## config.mk

```make
export PLATFORM = sky130hd
export DESIGN_NAME = periodic_task_tick_scheduler_unit_flat
export DESIGN_NICKNAME = d
export VERILOG_FILES = /design/src/hdl/ptts_pkg.sv /design/src/hdl/ptts_if.sv /design/src/hdl/periodic_task_tick_scheduler_unit.sv /design/src/flat_wrapper.sv
export SDC_FILE = /design/constraint.sdc
export NUM_CORES = 1
export LEC_CHECK = 0
export BUFFER_PORTS_ARGS = -buffer_cell sky130_fd_sc_hd__buf_2
export CAP_MARGIN = 40
export CORE_ASPECT_RATIO = 0.9
export CORE_MARGIN = 4
export CORE_UTILIZATION = 40
export DETAILED_ROUTE_END_ITERATION = 8
export GPL_TIMING_DRIVEN = 0
export RECOVER_POWER = 25
export SYNTH_ARGS = -nofsm -noshare
export SYNTH_HDL_FRONTEND = slang
export SYNTH_SLANG_ARGS = --single-unit
```

## constraint.sdc

```tcl
create_clock -name clk_i -period 7.55 [get_ports clk_i]
set_input_delay 0 -clock clk_i [delete_from_list [all_inputs] [get_ports clk_i]]
set_output_delay 0 -clock clk_i [all_outputs]
set_load 0.03 [all_outputs]
```

## src/hdl/ptts_pkg.sv

```systemverilog
`default_nettype none
// ----------------------------------------------------------------------------
// ptts_pkg
// Shared constants for the periodic task tick scheduler: field widths, mode,
// kind and status codes, and the default slot count.
// ----------------------------------------------------------------------------
package ptts_pkg;

  // default number of task slots
  localparam int unsigned TASK_SLOTS_DEF = 8;

  // beat field widths
  localparam int unsigned MODE_W   = 2;
  localparam int unsigned SLOT_W   = 3;
  localparam int unsigned TIME_W   = 16;
  localparam int unsigned KIND_W   = 2;
  localparam int unsigned STATUS_W = 2;

  // input modes
  localparam logic [MODE_W-1:0] MODE_TICK   = 2'd0;
  localparam logic [MODE_W-1:0] MODE_CREATE = 2'd1;
  localparam logic [MODE_W-1:0] MODE_DELETE = 2'd2;

  // result kinds
  localparam logic [KIND_W-1:0] KIND_STATUS = 2'd0;
  localparam logic [KIND_W-1:0] KIND_FIRED  = 2'd1;
  localparam logic [KIND_W-1:0] KIND_NONE   = 2'd2;

  // create and delete status codes
  localparam logic [STATUS_W-1:0] STAT_OK         = 2'd0;
  localparam logic [STATUS_W-1:0] STAT_IN_USE     = 2'd1;
  localparam logic [STATUS_W-1:0] STAT_NO_HANDLER = 2'd2;

endpackage : ptts_pkg
`default_nettype wire

```

## src/hdl/ptts_if.sv

```systemverilog
`default_nettype none
// ----------------------------------------------------------------------------
// ptts_if
// Valid/ready channels of the scheduler: command beats in, result beats out.
// ----------------------------------------------------------------------------
interface ptts_in_if;
  import ptts_pkg::*;

  logic                valid;
  logic                ready;
  logic [MODE_W-1:0]   mode;
  logic [SLOT_W-1:0]   slot;
  logic [TIME_W-1:0]   period;
  logic [TIME_W-1:0]   first_delay;
  logic                handler_given;

  modport source (
    output valid, mode, slot, period, first_delay, handler_given,
    input  ready
  );

  modport sink (
    input  valid, mode, slot, period, first_delay, handler_given,
    output ready
  );
endinterface : ptts_in_if

interface ptts_out_if;
  import ptts_pkg::*;

  logic                valid;
  logic                ready;
  logic [KIND_W-1:0]   kind;
  logic [SLOT_W-1:0]   fired_slot;
  logic [STATUS_W-1:0] status;
  logic                last;

  modport source (
    output valid, kind, fired_slot, status, last,
    input  ready
  );

  modport sink (
    input  valid, kind, fired_slot, status, last,
    output ready
  );
endinterface : ptts_out_if
`default_nettype wire

```

## src/hdl/periodic_task_tick_scheduler_unit.sv

```systemverilog
`default_nettype none
// ----------------------------------------------------------------------------
// periodic_task_tick_scheduler_unit
// Task slot table indexed by priority. Create and delete beats edit the
// table, tick beats walk it, decrementing or reloading each used countdown.
// ----------------------------------------------------------------------------
// Create, delete: the status is registered as pending, then moved to the
// output register in the final state once the output is free. Tick: every
// slot is read from the countdown memory and every used one goes through
// the shared decrementer. One command at a time; input is ready only in idle.
// Reset: clears all slot used bits and the sequencer; period and countdown
// memories are not cleared, no clearing pass is run.
module periodic_task_tick_scheduler_unit #(
  parameter int unsigned TASK_SLOTS = ptts_pkg::TASK_SLOTS_DEF
) (
  input  wire logic   clk_i,
  input  wire logic   rst_ni,
  ptts_in_if.sink     item_i,
  ptts_out_if.source  result_o
);
  import ptts_pkg::*;

  localparam int unsigned IDX_W = (TASK_SLOTS > 1) ? $clog2(TASK_SLOTS) : 1;
  localparam logic [IDX_W-1:0] IDX_LAST = IDX_W'(TASK_SLOTS - 1);

  typedef enum logic [3:0] {
    ST_IDLE = 4'b0001,
    ST_RD   = 4'b0010,
    ST_CALC = 4'b0100,
    ST_FIN  = 4'b1000
  } state_e;

  state_e state_q, state_d;

  logic [IDX_W-1:0]      idx_q, idx_d;
  logic [TASK_SLOTS-1:0] used_q, used_d;

  // pending result, held until the next one or the end of the walk
  logic                pend_vld_q, pend_vld_d;
  logic [KIND_W-1:0]   pend_kind_q, pend_kind_d;
  logic [SLOT_W-1:0]   pend_slot_q, pend_slot_d;
  logic [STATUS_W-1:0] pend_status_q, pend_status_d;

  // output register
  logic                out_vld_q;
  logic [KIND_W-1:0]   out_kind_q;
  logic [SLOT_W-1:0]   out_slot_q;
  logic [STATUS_W-1:0] out_status_q;
  logic                out_last_q;

  logic                out_free;
  logic                push;
  logic [KIND_W-1:0]   push_kind;
  logic [SLOT_W-1:0]   push_slot;
  logic [STATUS_W-1:0] push_status;
  logic                push_last;

  // slot memories
  logic [TIME_W-1:0] per_mem [TASK_SLOTS];
  logic [TIME_W-1:0] cd_mem  [TASK_SLOTS];
  logic [TIME_W-1:0] rd_per_q, rd_cd_q;

  logic              per_we, cd_we;
  logic [IDX_W-1:0]  wr_addr;
  logic [TIME_W-1:0] cd_wdata;

  logic              in_acc;
  logic [IDX_W-1:0]  slot_idx;
  logic              slot_ok;
  logic              fire;
  logic [TIME_W-1:0] dec_in, dec_out;

  assign in_acc   = item_i.valid && item_i.ready;
  assign slot_idx = IDX_W'(item_i.slot);
  assign slot_ok  = (int'(item_i.slot) < int'(TASK_SLOTS));
  assign out_free = !out_vld_q || result_o.ready;

  // shared decrementer: reload uses period - 1, else countdown - 1
  assign fire    = (rd_cd_q == '0);
  assign dec_in  = fire ? rd_per_q : rd_cd_q;
  assign dec_out = dec_in - TIME_W'(1);

  // sequencer
  always_comb begin
    state_d       = state_q;
    idx_d         = idx_q;
    used_d        = used_q;
    pend_vld_d    = pend_vld_q;
    pend_kind_d   = pend_kind_q;
    pend_slot_d   = pend_slot_q;
    pend_status_d = pend_status_q;
    push          = 1'b0;
    push_kind     = pend_kind_q;
    push_slot     = pend_slot_q;
    push_status   = pend_status_q;
    push_last     = 1'b0;
    per_we        = 1'b0;
    cd_we         = 1'b0;
    wr_addr       = idx_q;
    cd_wdata      = dec_out;

    unique case (state_q)
      ST_IDLE: begin
        if (in_acc) begin
          unique case (item_i.mode)
            MODE_TICK: begin
              idx_d      = '0;
              pend_vld_d = 1'b0;
              state_d    = ST_RD;
            end
            MODE_CREATE: begin
              pend_vld_d  = 1'b1;
              pend_kind_d = KIND_STATUS;
              pend_slot_d = '0;
              state_d     = ST_FIN;
              if (!item_i.handler_given) begin
                pend_status_d = STAT_NO_HANDLER;
              end else if (!slot_ok || used_q[slot_idx]) begin
                pend_status_d = STAT_IN_USE;
              end else begin
                pend_status_d    = STAT_OK;
                used_d[slot_idx] = 1'b1;
                per_we           = 1'b1;
                cd_we            = 1'b1;
                wr_addr          = slot_idx;
                cd_wdata         = item_i.first_delay;
              end
            end
            MODE_DELETE: begin
              if (slot_ok) begin
                used_d[slot_idx] = 1'b0;
              end
              pend_vld_d    = 1'b1;
              pend_kind_d   = KIND_STATUS;
              pend_slot_d   = '0;
              pend_status_d = STAT_OK;
              state_d       = ST_FIN;
            end
            default: begin
              state_d = ST_IDLE;
            end
          endcase
        end
      end
      ST_RD: begin
        // skip free slots, read countdown and period of used ones
        if (used_q[idx_q]) begin
          state_d = ST_CALC;
        end else if (idx_q == IDX_LAST) begin
          state_d = ST_FIN;
        end else begin
          idx_d = idx_q + IDX_W'(1);
        end
      end
      ST_CALC: begin
        if (!(fire && pend_vld_q && !out_free)) begin
          cd_we = 1'b1;
          if (fire) begin
            push          = pend_vld_q;
            pend_vld_d    = 1'b1;
            pend_kind_d   = KIND_FIRED;
            pend_slot_d   = SLOT_W'(idx_q);
            pend_status_d = STAT_OK;
          end
          if (idx_q == IDX_LAST) begin
            state_d = ST_FIN;
          end else begin
            idx_d   = idx_q + IDX_W'(1);
            state_d = ST_RD;
          end
        end
      end
      ST_FIN: begin
        // final beat of the command carries last
        if (out_free) begin
          push       = 1'b1;
          push_last  = 1'b1;
          pend_vld_d = 1'b0;
          state_d    = ST_IDLE;
          if (!pend_vld_q) begin
            push_kind   = KIND_NONE;
            push_slot   = '0;
            push_status = STAT_OK;
          end
        end
      end
      default: begin
        state_d = ST_IDLE;
      end
    endcase
  end

  // control registers
  always_ff @(posedge clk_i or negedge rst_ni) begin
    if (!rst_ni) begin
      state_q    <= ST_IDLE;
      idx_q      <= '0;
      used_q     <= '0;
      pend_vld_q <= 1'b0;
      out_vld_q  <= 1'b0;
    end else begin
      state_q    <= state_d;
      idx_q      <= idx_d;
      used_q     <= used_d;
      pend_vld_q <= pend_vld_d;
      if (push) begin
        out_vld_q <= 1'b1;
      end else if (result_o.ready) begin
        out_vld_q <= 1'b0;
      end
    end
  end

  // payload registers
  always_ff @(posedge clk_i) begin
    pend_kind_q   <= pend_kind_d;
    pend_slot_q   <= pend_slot_d;
    pend_status_q <= pend_status_d;
    if (push) begin
      out_kind_q   <= push_kind;
      out_slot_q   <= push_slot;
      out_status_q <= push_status;
      out_last_q   <= push_last;
    end
  end

  // period and countdown memories, registered read
  always_ff @(posedge clk_i) begin
    if (per_we) begin
      per_mem[wr_addr] <= item_i.period;
    end
    if (cd_we) begin
      cd_mem[wr_addr] <= cd_wdata;
    end
    if (state_q == ST_RD) begin
      rd_per_q <= per_mem[idx_q];
      rd_cd_q  <= cd_mem[idx_q];
    end
  end

  assign item_i.ready        = (state_q == ST_IDLE);
  assign result_o.valid      = out_vld_q;
  assign result_o.kind       = out_kind_q;
  assign result_o.fired_slot = out_slot_q;
  assign result_o.status     = out_status_q;
  assign result_o.last       = out_last_q;

  // assertions
  a_state_onehot: assert property (@(posedge clk_i) disable iff (!rst_ni)
    $onehot(state_q))
    else $error("sequencer state not one-hot");

  a_tick_start: assert property (@(posedge clk_i) disable iff (!rst_ni)
    (in_acc && item_i.mode == MODE_TICK) |=> (state_q == ST_RD && idx_q == '0))
    else $error("tick beat did not start the walk at slot zero");

  a_none_last: assert property (@(posedge clk_i) disable iff (!rst_ni)
    (out_vld_q && out_kind_q == KIND_NONE) |-> out_last_q)
    else $error("none-fired beat without last");

  a_calc_used: assert property (@(posedge clk_i) disable iff (!rst_ni)
    (state_q == ST_CALC) |-> used_q[idx_q])
    else $error("countdown update on a free slot");

endmodule : periodic_task_tick_scheduler_unit
`default_nettype wire

```

## src/flat_wrapper.sv

```systemverilog
// flat-port wrapper written by rule: the top's interface ports become plain ports
module periodic_task_tick_scheduler_unit_flat import ptts_pkg::*;
#(
  parameter int unsigned TASK_SLOTS = ptts_pkg::TASK_SLOTS_DEF
)
  (clk_i, rst_ni, item_i_valid, item_i_mode, item_i_slot, item_i_period, item_i_first_delay, item_i_handler_given, item_i_ready, result_o_valid, result_o_kind, result_o_fired_slot, result_o_status, result_o_last, result_o_ready);
  ptts_in_if item_i_i ();
  ptts_out_if result_o_i ();
  input  wire logic clk_i;
  input  wire logic rst_ni;
  input wire logic [$bits(item_i_i.valid)-1:0] item_i_valid;
  input wire logic [$bits(item_i_i.mode)-1:0] item_i_mode;
  input wire logic [$bits(item_i_i.slot)-1:0] item_i_slot;
  input wire logic [$bits(item_i_i.period)-1:0] item_i_period;
  input wire logic [$bits(item_i_i.first_delay)-1:0] item_i_first_delay;
  input wire logic [$bits(item_i_i.handler_given)-1:0] item_i_handler_given;
  output wire logic [$bits(item_i_i.ready)-1:0] item_i_ready;
  output wire logic [$bits(result_o_i.valid)-1:0] result_o_valid;
  output wire logic [$bits(result_o_i.kind)-1:0] result_o_kind;
  output wire logic [$bits(result_o_i.fired_slot)-1:0] result_o_fired_slot;
  output wire logic [$bits(result_o_i.status)-1:0] result_o_status;
  output wire logic [$bits(result_o_i.last)-1:0] result_o_last;
  input wire logic [$bits(result_o_i.ready)-1:0] result_o_ready;
  assign item_i_i.valid = item_i_valid;
  assign item_i_i.mode = item_i_mode;
  assign item_i_i.slot = item_i_slot;
  assign item_i_i.period = item_i_period;
  assign item_i_i.first_delay = item_i_first_delay;
  assign item_i_i.handler_given = item_i_handler_given;
  assign item_i_ready = item_i_i.ready;
  assign result_o_valid = result_o_i.valid;
  assign result_o_kind = result_o_i.kind;
  assign result_o_fired_slot = result_o_i.fired_slot;
  assign result_o_status = result_o_i.status;
  assign result_o_last = result_o_i.last;
  assign result_o_i.ready = result_o_ready;
  periodic_task_tick_scheduler_unit #(.TASK_SLOTS(TASK_SLOTS)) u_core (.clk_i(clk_i), .rst_ni(rst_ni), .item_i(item_i_i), .result_o(result_o_i));
endmodule
```

# == Yosys cells after proc, flatten, opt, wreduce, memory -nomap -nowiden ==
# Memory sizes are Yosys's and may differ from the RTL's. A register that Yosys moved wholly into a read port is not among the register bits.
# Cells that the tools add are included.
# totals
ff_bits,32
ramBits,256
output_inout_bits,10
elab_cells,145
memories,2
# memory_table
name,words,word_bits,read_ports,rd_ports_with_merged_regs,wr,line,text
u_core.cd_mem,8,16,1,1,1,periodic_task_tick_scheduler_unit.sv:60,logic [TIME_W-1:0] cd_mem [TASK_SLOTS];
u_core.per_mem,8,16,1,1,1,periodic_task_tick_scheduler_unit.sv:59,logic [TIME_W-1:0] per_mem [TASK_SLOTS];
# op_classes
n_addsub,2
order_cmp,3
n_eq_ne,19
n_mux,83
n_bitwise,3
reduce_logical,21
# ops
operator,count
two-way mux 16 bit,6
two-way mux 3 bit,17
two-way mux 2 bit,14
two-way mux 4 bit,6
two-way mux 1 bit,23
AND reduction 5 bit,4
logical NOT 16 bit,1
two-way mux 8 bit,2
one-hot mux 4 bit (4 select lines),1
one-hot mux 8 bit (2 select lines),1
"subtractor 16 x 1 -> 16 bit, second input constant",1
"inequality test 2 bit, second input constant",7
one-hot mux 2 bit (2 select lines),3
one-hot mux 3 bit (3 select lines),1
AND 8 bit,1
"less-than comparator 3 x 4 -> 1 bit, second input constant",2
NOT 8 bit,1
OR 8 bit,1
one-hot mux 4 bit (2 select lines),1
binary-select mux 1 bit (select 3 bit),2
"inequality test 3 bit, second input constant",2
one-hot mux 1 bit (2 select lines),3
one-hot mux 3 bit (2 select lines),1
AND reduction 6 bit,1
21 further kinds,29

# == Depth between registers and ports, before layout ==
# Gate-level depths: netlist of run 1.
# logic_depth
word_depth,9
mapped_depth,13
mapped_depth_nobuf,11

# == Worst setup path before layout of run 1 ==
# OpenSTA, ideal clock, no wires.
# synth_timing
path_type,flip-flop to flip-flop
start,register u_core.state_q[0]
end,memory u_core.per_mem[0][0] (enable)
setup_time_ns,0.409
t_arrival_ns,3.034
required_time_ns,7.141
slack_ns,4.106
path_stages_with_launch,7
path_buffers,0
period_less_slack_ns,3.444
path_cell_list,dfstp_2 -> nand3b_1 -> inv_1 -> nand4_1 -> nor2_1 -> nand2_1 -> nor3_1
# synth_via
elab_chain_cells,6
word_cells_on_any_way,8
cone_classes,eq/ne: 1; mux: 6; reduce/logical: 1
# synth_rtl
item,line,text
start: declaration,periodic_task_tick_scheduler_unit.sv:33,"state_e state_q, state_d;"
start signal: assignment,periodic_task_tick_scheduler_unit.sv:202,state_q <= state_d;
== test 4 x 1 -> 1 bit *,periodic_task_tick_scheduler_unit.sv:241,assign item_i.ready = (state_q == ST_IDLE);
named net item_i_ready,flat_wrapper.sv:17,output wire logic [$bits(item_i_i.ready)-1:0] item_i_ready;
logical AND 1 bit,periodic_task_tick_scheduler_unit.sv:73,assign in_acc = item_i.valid && item_i.ready;
two-way mux 1 bit,periodic_task_tick_scheduler_unit.sv:104,if (in_acc) begin
two-way mux 1 bit,periodic_task_tick_scheduler_unit.sv:102,unique case (state_q)
two-way mux 1 bit,periodic_task_tick_scheduler_unit.sv:229,if (per_we) begin
two-way mux 1 bit (not written as such),periodic_task_tick_scheduler_unit.sv:230,per_mem[wr_addr] <= item_i.period;
end: declaration,periodic_task_tick_scheduler_unit.sv:59,
# The timed path passes the listed nets; every way through them passes the cells marked *.

# == Final worst setup path of run 1 ==
# layout_timing
start,register u_core.rd_cd_q[1] (read register of u_core.cd_mem)
end,memory u_core.cd_mem[4][14] (data pin)
# layout_via
elab_chain_cells,8
# layout_rtl
item,line,text
start: declaration,periodic_task_tick_scheduler_unit.sv:61,"logic [TIME_W-1:0] rd_per_q, rd_cd_q;"
logical NOT 16 bit,periodic_task_tick_scheduler_unit.sv:79,assign fire = (rd_cd_q == '0);
two-way mux 16 bit *,periodic_task_tick_scheduler_unit.sv:80,assign dec_in = fire ? rd_per_q : rd_cd_q;
subtractor 16 x 1 -> 16 bit *,periodic_task_tick_scheduler_unit.sv:81,assign dec_out = dec_in - TIME_W'(1);
two-way mux 16 bit,periodic_task_tick_scheduler_unit.sv:118,end else if (!slot_ok || used_q[slot_idx]) begin
two-way mux 16 bit,periodic_task_tick_scheduler_unit.sv:116,if (!item_i.handler_given) begin
two-way mux 16 bit,periodic_task_tick_scheduler_unit.sv:105,unique case (item_i.mode)
two-way mux 16 bit,periodic_task_tick_scheduler_unit.sv:104,
two-way mux 16 bit *,periodic_task_tick_scheduler_unit.sv:102,
named net u_core.cd_wdata[14],periodic_task_tick_scheduler_unit.sv:65,logic [TIME_W-1:0] cd_wdata;
end: declaration,periodic_task_tick_scheduler_unit.sv:60,
# Marked as above.

==> summary.txt, run 1 <==
Global route
  • Initial antenna violation count: 0
  • Pin count of the biggest net entering global routing: 19
  • Vias in the first global route: 7343
  • Gr usage total: 16.84%
  • GRT overflow: 0
  • Global-route wire length before repair: 45710 um

Hold path
  • Hold WC Path Type: in2reg

Worst setup path
  • CP endpoint kind: register
  • Worst EP required: 7.76 ns
  • Crit path max fanout: 10
  • Crit path arrival time: 4.94 ns
  • Crit Path Category: reg2reg
  • Crit path launch type: register
  • Reg2Reg Setup Slack: 2.82 ns

Detailed routing
  • DRT iter0 DRCs: 797
  • Pre-Repair DR Iteration Count: 5
  • Drt drc: 0
  • Total Routed Length: 30420 um
  • Post-DR vias/cell: 5.554
  • DR WL/cell: 22.25 um
  • Antenna-violating nets left: 0
  • Via count: 7592

Final layout
  • P&R area growth vs syn: 18.11%
  • Nets: 980
  • Fin cells: 1367
  • Layout cells sized above 1: 20.50%
  • # diodes: 0

Pwr
  • Pwr Density: 282.2 nW/um2
  • LEAKAGE: 5.111 nW
  • Maximum vdd drop: 0.0001883 V

Clocking
  • CTS sink cnt: 319
  • Clk root buf: clkbuf_16
  • CTS tree: yes
  • Clock Pin Slew Worst Setup and Hold Paths: 0.06 ns
  • Clk Latency, worst-skew pair: 0.53 ns
  • Clock Path Buffers: 3
  • H-tree depth: 2
  • # Post-CTS Setup Buffers: 0
  • CTS Buf Count: 34

STA
  • Minimum clock period: 4.730 ns
  • Final setup TNS: 0 ns
  • Final Max Slew Viols: 0
  • Final setup vio count: 0
  • RSZ-0062 raised after global routing: false
  • Final period util: 62.65%
  • Rel. slew slack: 39.96%
  • Worst-Margin Slew: 0.8987 ns
  • Fmax: 0.2114 GHz
  • Hold Vio Cnt, Final: 0
  • Worst Skew: 0.01724 ns

Placement
  • Placed Cells: 1281
  • Placer congestion estimate: 0.9038
  • DP Wirelength: 20500 um
  • PortBufs: 51

Synth
  • Count leader, synth: edfxtp_1
  • Mapped Cells: 794
  • Syn nets: 843
  • Number of synthesized flops with an enable pin: 302
  • Synth cell count leaders: 302 x edfxtp_1, 124 x nand2_1, 64 x mux4_2, 41 x nor2_1, 28 x a21oi_1
  • Unique cell type count in the Yosys netlist: 69
  • Seq cells post-synth: 319
  • FFs w/ async S/R, synth: 5.329%
  • Sequential area share after synthesis: 71.99%
  • Dominant cell type by area after synthesis: edfxtp_1
  • Top FF cell, synth: edfxtp_1
  • Top cell type's share of synthesized area: 68.75%
  • Syn. warnings: 0
  • Post-Syn Area: 13190 um2
  • Syn_area_per_cell: 16.61 um2
  • Synth area leaders: edfxtp_1 69%, mux4_2 11%, nand2_1 3.5%

Die
  • Die ar.: 35950 um2
  • I/O pins: 52
  • Row count: 62
  • Die width: 199.4 um
  • Core area: 32190 um2
  • Die Ht: 180.3 um
  • Initial cell density of the core: 40.97%

Status
  • Status: finished, final reports clean

Job
  • Max Cap Violations: 0
[cells by family (layout without fill, tap and decap cells)]
kind of cell | after synthesis | in the layout | share of synthesized area, %
AOI/OAI and AO/OA | 100 | 100 | 5.018
buffers and inverters | 49 | 206 | 1.670
and+or+nand+nor | 237 | 237 | 8.405
DFF | 319 | 319 | 71.99
xor gates and xnor gates | 10 | 10 | 0.6640
muxes | 72 | 72 | 11.59
adders and majority gates | 7 | 7 | 0.6640
[what timing repair did]
item	in CTS	in global routing
endpoints found under the setup margin	0	0
resized for setup	0	0
hold buffers	30	0
endpoints found under the hold margin	186	0
[per-stage QoR]
step           setup slack [ns]  cell area, um2  hold WS [ns]  utilization [%]  total power [mW]
5_1_grt                   2.529           15580       0.05286            48.39             4.587
4_1_cts                   3.030           15630       0.03001            48.55             4.438
3_5_place_dp              3.106           14310      -0.03956            44.46             2.891
2_1_floorplan             4.106           13190       -0.2956                -             2.652
3_3_place_gp              2.692           13970      -0.03838            43.38             2.854
6_report                  2.820           15580       0.04327            48.39             4.397
[critical path: stages, from the launching register on]
cell and delay [ns]:
edfxtp_1 0.44, nor4_2 0.68, nand3_1 0.20, nor2_2 0.45, clkbuf_1 0.53, a21oi_1 0.21, ha_1 0.24, or3b_1 0.16
clkbuf_1 0.25, nor4_1 0.09, o21ai_1 0.19, a2111oi_1 0.12, xor2_1 0.20, o21ai_0 0.65
[flip-flops by register name, summed over array words and instances (netlist names), named ones only]
name                        flops
u_core.result_o.last            1
u_core.cd_mem                 128
u_core.result_o.kind            2
u_core.per_mem                128
u_core.pend_vld_q               1
u_core.result_o.fired_slot      3
u_core.pend_status_q            2
u_core.rd_per_q                16
u_core.pend_kind_q              1
u_core.state_q                  4
u_core.rd_cd_q                 16
u_core.result_o.valid           1
u_core.idx_q                    3
u_core.result_o.status          2
u_core.pend_slot_q              3
[placed cells by master, fill, tap and decap left out, types with 6 or more instances in the layout]
cell type,Yosys,routed
inv_1,10,10
ha_1,7,7
edfxtp_1,302,302
buf_2,7,31
a31oi_1,11,11
nor3_1,13,11
nor2_2,1,11
clkinv_1,1,7
mux4_2,64,64
clkinv_2,0,6
dlygate4sd3_1,0,30
clkbuf_16,0,34
clkbuf_1,21,54
buf_1,7,7
o21ai_0,19,19
nand2_1,124,124
buf_8,0,13
nand3_1,7,7
a21oi_1,28,24
dfrtp_1,16,16
nor2b_1,11,11
nor2_1,41,31
[per-layer routing]
| metal | share of wire, % | vias up | global-route usage, % |
|---|---|---|---|
| met3 | 8.4 | 35 | 3.814 |
| met1 | 46 | 3836 | 25.96 |
| li1 | - | 3413 | - |
| met4 | 1.3 | 0 | 3.532 |
| met2 | 45 | 308 | 24.82 |
| met5 | 0 | - | 0 |
[power breakdown]
group          internal [mW]  total [mW]  switching [mW]
sequential              2.06        2.12          0.0566
combinational          0.321       0.736           0.415
clock                  0.870        1.54           0.670
[layout make-up]
type | instances | area (um2)
multi-input cells | 426 | 3540
fillers | 2697 | 16610
clock inverters | 17 | 147.6
well taps | 416 | 520.5
plain buffers | 37 | 155.1
repair buffers | 101 | 804.5
inverters | 12 | 46.29
clock buffers | 39 | 869.6
flip-flops and latches | 319 | 9495
[worst paths after layout]
kind | startpoint | end | depth (start not counted)
setup / recovery | u_core.rd_cd_q[1] | u_core.cd_mem[4][14] | 13
hold / removal | item_i_mode[1] | u_core.state_q[0] | 4
setup reg to reg | u_core.rd_cd_q[1] | u_core.cd_mem[4][14] | 13
hold reg to reg | u_core.pend_status_q[0] | u_core.result_o.status[0] | 1
max in group asynchronous | rst_ni | u_core.idx_q[0] | 4
min in group asynchronous | rst_ni | u_core.state_q[0] | 3
Note: power is estimated with default switching activity, not from simulation.
==> run 2, diff against run 1 <==
Clock period 7.55 ns to 4.06 ns, I/O delays scaled along.
==> summary.txt, run 2 (synthesized netlist as in run 1, its figures left out) <==
Worst setup path
  • WP buf/inv: 2
  • Top delay family on crit path: simple AND/OR/NAND/NOR gates
  • Reg2Reg Setup Slack: 0.24 ns
  • Worst EP required: 4.29 ns
  • Crit path launch type: register
  • Crit Path Category: reg2reg
  • CP Cell Sequence: nor2_1 > nand3b_1 > inv_1 > nand4_1 > nor2_1 > nand2_1 > nor3_2 > buf_4
  • Crit path arrival time: 4.05 ns
  • Crit-path slowest cell: nor3_2
  • CP dominant cell by count: nor2_1
  • CP endpoint kind: register
  • Crit path max fanout: 9
  • Max incr delay on CP: 0.75 ns

Placement
  • Dpl cell area: 14310 um2
  • DP Wirelength: 20500 um
  • PortBufs: 51
  • Setup Slack @ Placement: -0.3839 ns
  • Placer congestion estimate: 0.9038
  • Placed Cells: 1281

Status
  • Status: finished, final reports clean

Final layout
  • # diodes: 0
  • Layout cells sized above 1: 21.11%
  • P&R area growth vs syn: 18.54%
  • Commonest non-fill, non-tap cell in the layout: edfxtp_1
  • Most frequent cells in the layout: 302 x edfxtp_1, 123 x nand2_1, 64 x mux4_2
  • Nets: 981
  • Top Registers: u_core.cd_mem (128), u_core.per_mem (128)
  • Final core utilization: 48.57%
  • Fin cells: 1368
  • Design area: 15640 um2

STA
  • Worst setup margin: 0.2431 ns
  • Final setup TNS: 0 ns
  • RSZ-0062 raised after global routing: false
  • Final period util: 94.01%
  • Hold Vio Cnt, Final: 0
  • Rel. slew slack: 39.54%
  • Worst-Margin Slew: 0.8927 ns
  • Worst hold slack: 0.04381 ns
  • Worst Skew: 0.01710 ns
  • Final Max Slew Viols: 0
  • Final setup vio count: 0
  • Fmax: 0.2620 GHz
  • Minimum clock period: 3.817 ns

Die
  • Die width: 199.4 um
  • Die Ht: 180.3 um
  • Initial cell density of the core: 40.97%
  • Row count: 62
  • I/O pins: 52
  • Die ar.: 35950 um2
  • Core area: 32190 um2

Detailed routing
  • Post-DR vias/cell: 5.561
  • Total Routed Length: 30400 um
  • Antenna-violating nets left: 0
  • Pre-Repair DR Iteration Count: 4
  • Drt drc: 0
  • DR WL/cell: 22.22 um
  • DRT iter0 DRCs: 771
  • Via count: 7608

Hold path
  • Hold WC Path Type: in2reg

Global route
  • Global-route wire length before repair: 45710 um
  • Gr usage total: 16.84%
  • Pin count of the biggest net entering global routing: 19
  • Initial antenna violation count: 0
  • Vias in the first global route: 7343
  • GRT overflow: 0

Clocking
  • Clk Latency, worst-skew pair: 0.53 ns
  • CTS tree: yes
  • CTS sink cnt: 319
  • CTS Buf Count: 34
  • H-tree depth: 2
  • Clock Pin Slew Worst Setup and Hold Paths: 0.06 ns
  • # Post-CTS Setup Buffers: 0
  • Clock Path Buffers: 3
  • Clk root buf: clkbuf_16

Pwr
  • Pwr Density: 523.6 nW/um2
  • Maximum vdd drop: 0.0003502 V
  • Total power: 8.186 mW
  • LEAKAGE: 5.127 nW

Job
  • Max Cap Violations: 0
==> run 2: cell types whose count changed in the layout (fill, tap and decap cells not counted), sizes merged <==
cell	delta
dlygate4sd3	+1
==> run 2: timing repair <==
action / CTS / global route
pin swaps: 0 / 0
hold endpoints to repair: 186 / 8
resized for setup: 3 / 8
hold buffers: 30 / 1
endpoints found under the setup margin: 32 / 32
==> run 2: area by class of cell <==
class,count,area (um2)
buffer,37,156.4
clock buffer,39,869.6
clock inverter,17,147.6
fill,2693,16560
inverter,12,46.29
multi-input combinational,426,3585
sequential,319,9495
tap,416,520.5
timing repair buffer,102,814.5
==> run 2: worst register-to-register path, cell delays in order (launching register included) <==
cell and delay (ns):
dfrtp_1 0.43, nor2_1 0.16, nand3b_1 0.18, inv_1 0.24, nand4_1 0.31, nor2_1 0.71, nand2_1 0.43, nor3_2 0.75
buf_4 0.33
==> run 2: final timing paths <==
check / start / endpoint / cells after the start
worst min-delay path: item_i_mode[0] / u_core.state_q[0] / 4
worst min register to register: u_core.pend_status_q[0] / u_core.result_o.status[0] / 1
worst max-delay path: u_core.state_q[2] / u_core.per_mem[1][11] / 8
max in group asynchronous: rst_ni / u_core.idx_q[0] / 4
min in group asynchronous: rst_ni / u_core.state_q[0] / 3
worst max register to register: u_core.state_q[2] / u_core.per_mem[1][11] / 8
==> run 2: metal layers <==
| layer | up-vias | track usage [%] | part of all wire (%) |
|---|---|---|---|
| li1 | 3414 | - | - |
| met1 | 3895 | 25.96 | 47 |
| met5 | - | 0 | 0 |
| met3 | 35 | 3.814 | 7.2 |
| met4 | 0 | 3.532 | 1.3 |
| met2 | 264 | 24.80 | 45 |
==> run 2: power by group <==
group | switching, mW | internal [mW] | leakage [nW]
clock network | 1.25 | 1.62 | 0.503
logic | 0.769 | 0.601 | 1.69
registers | 0.109 | 3.84 | 2.93
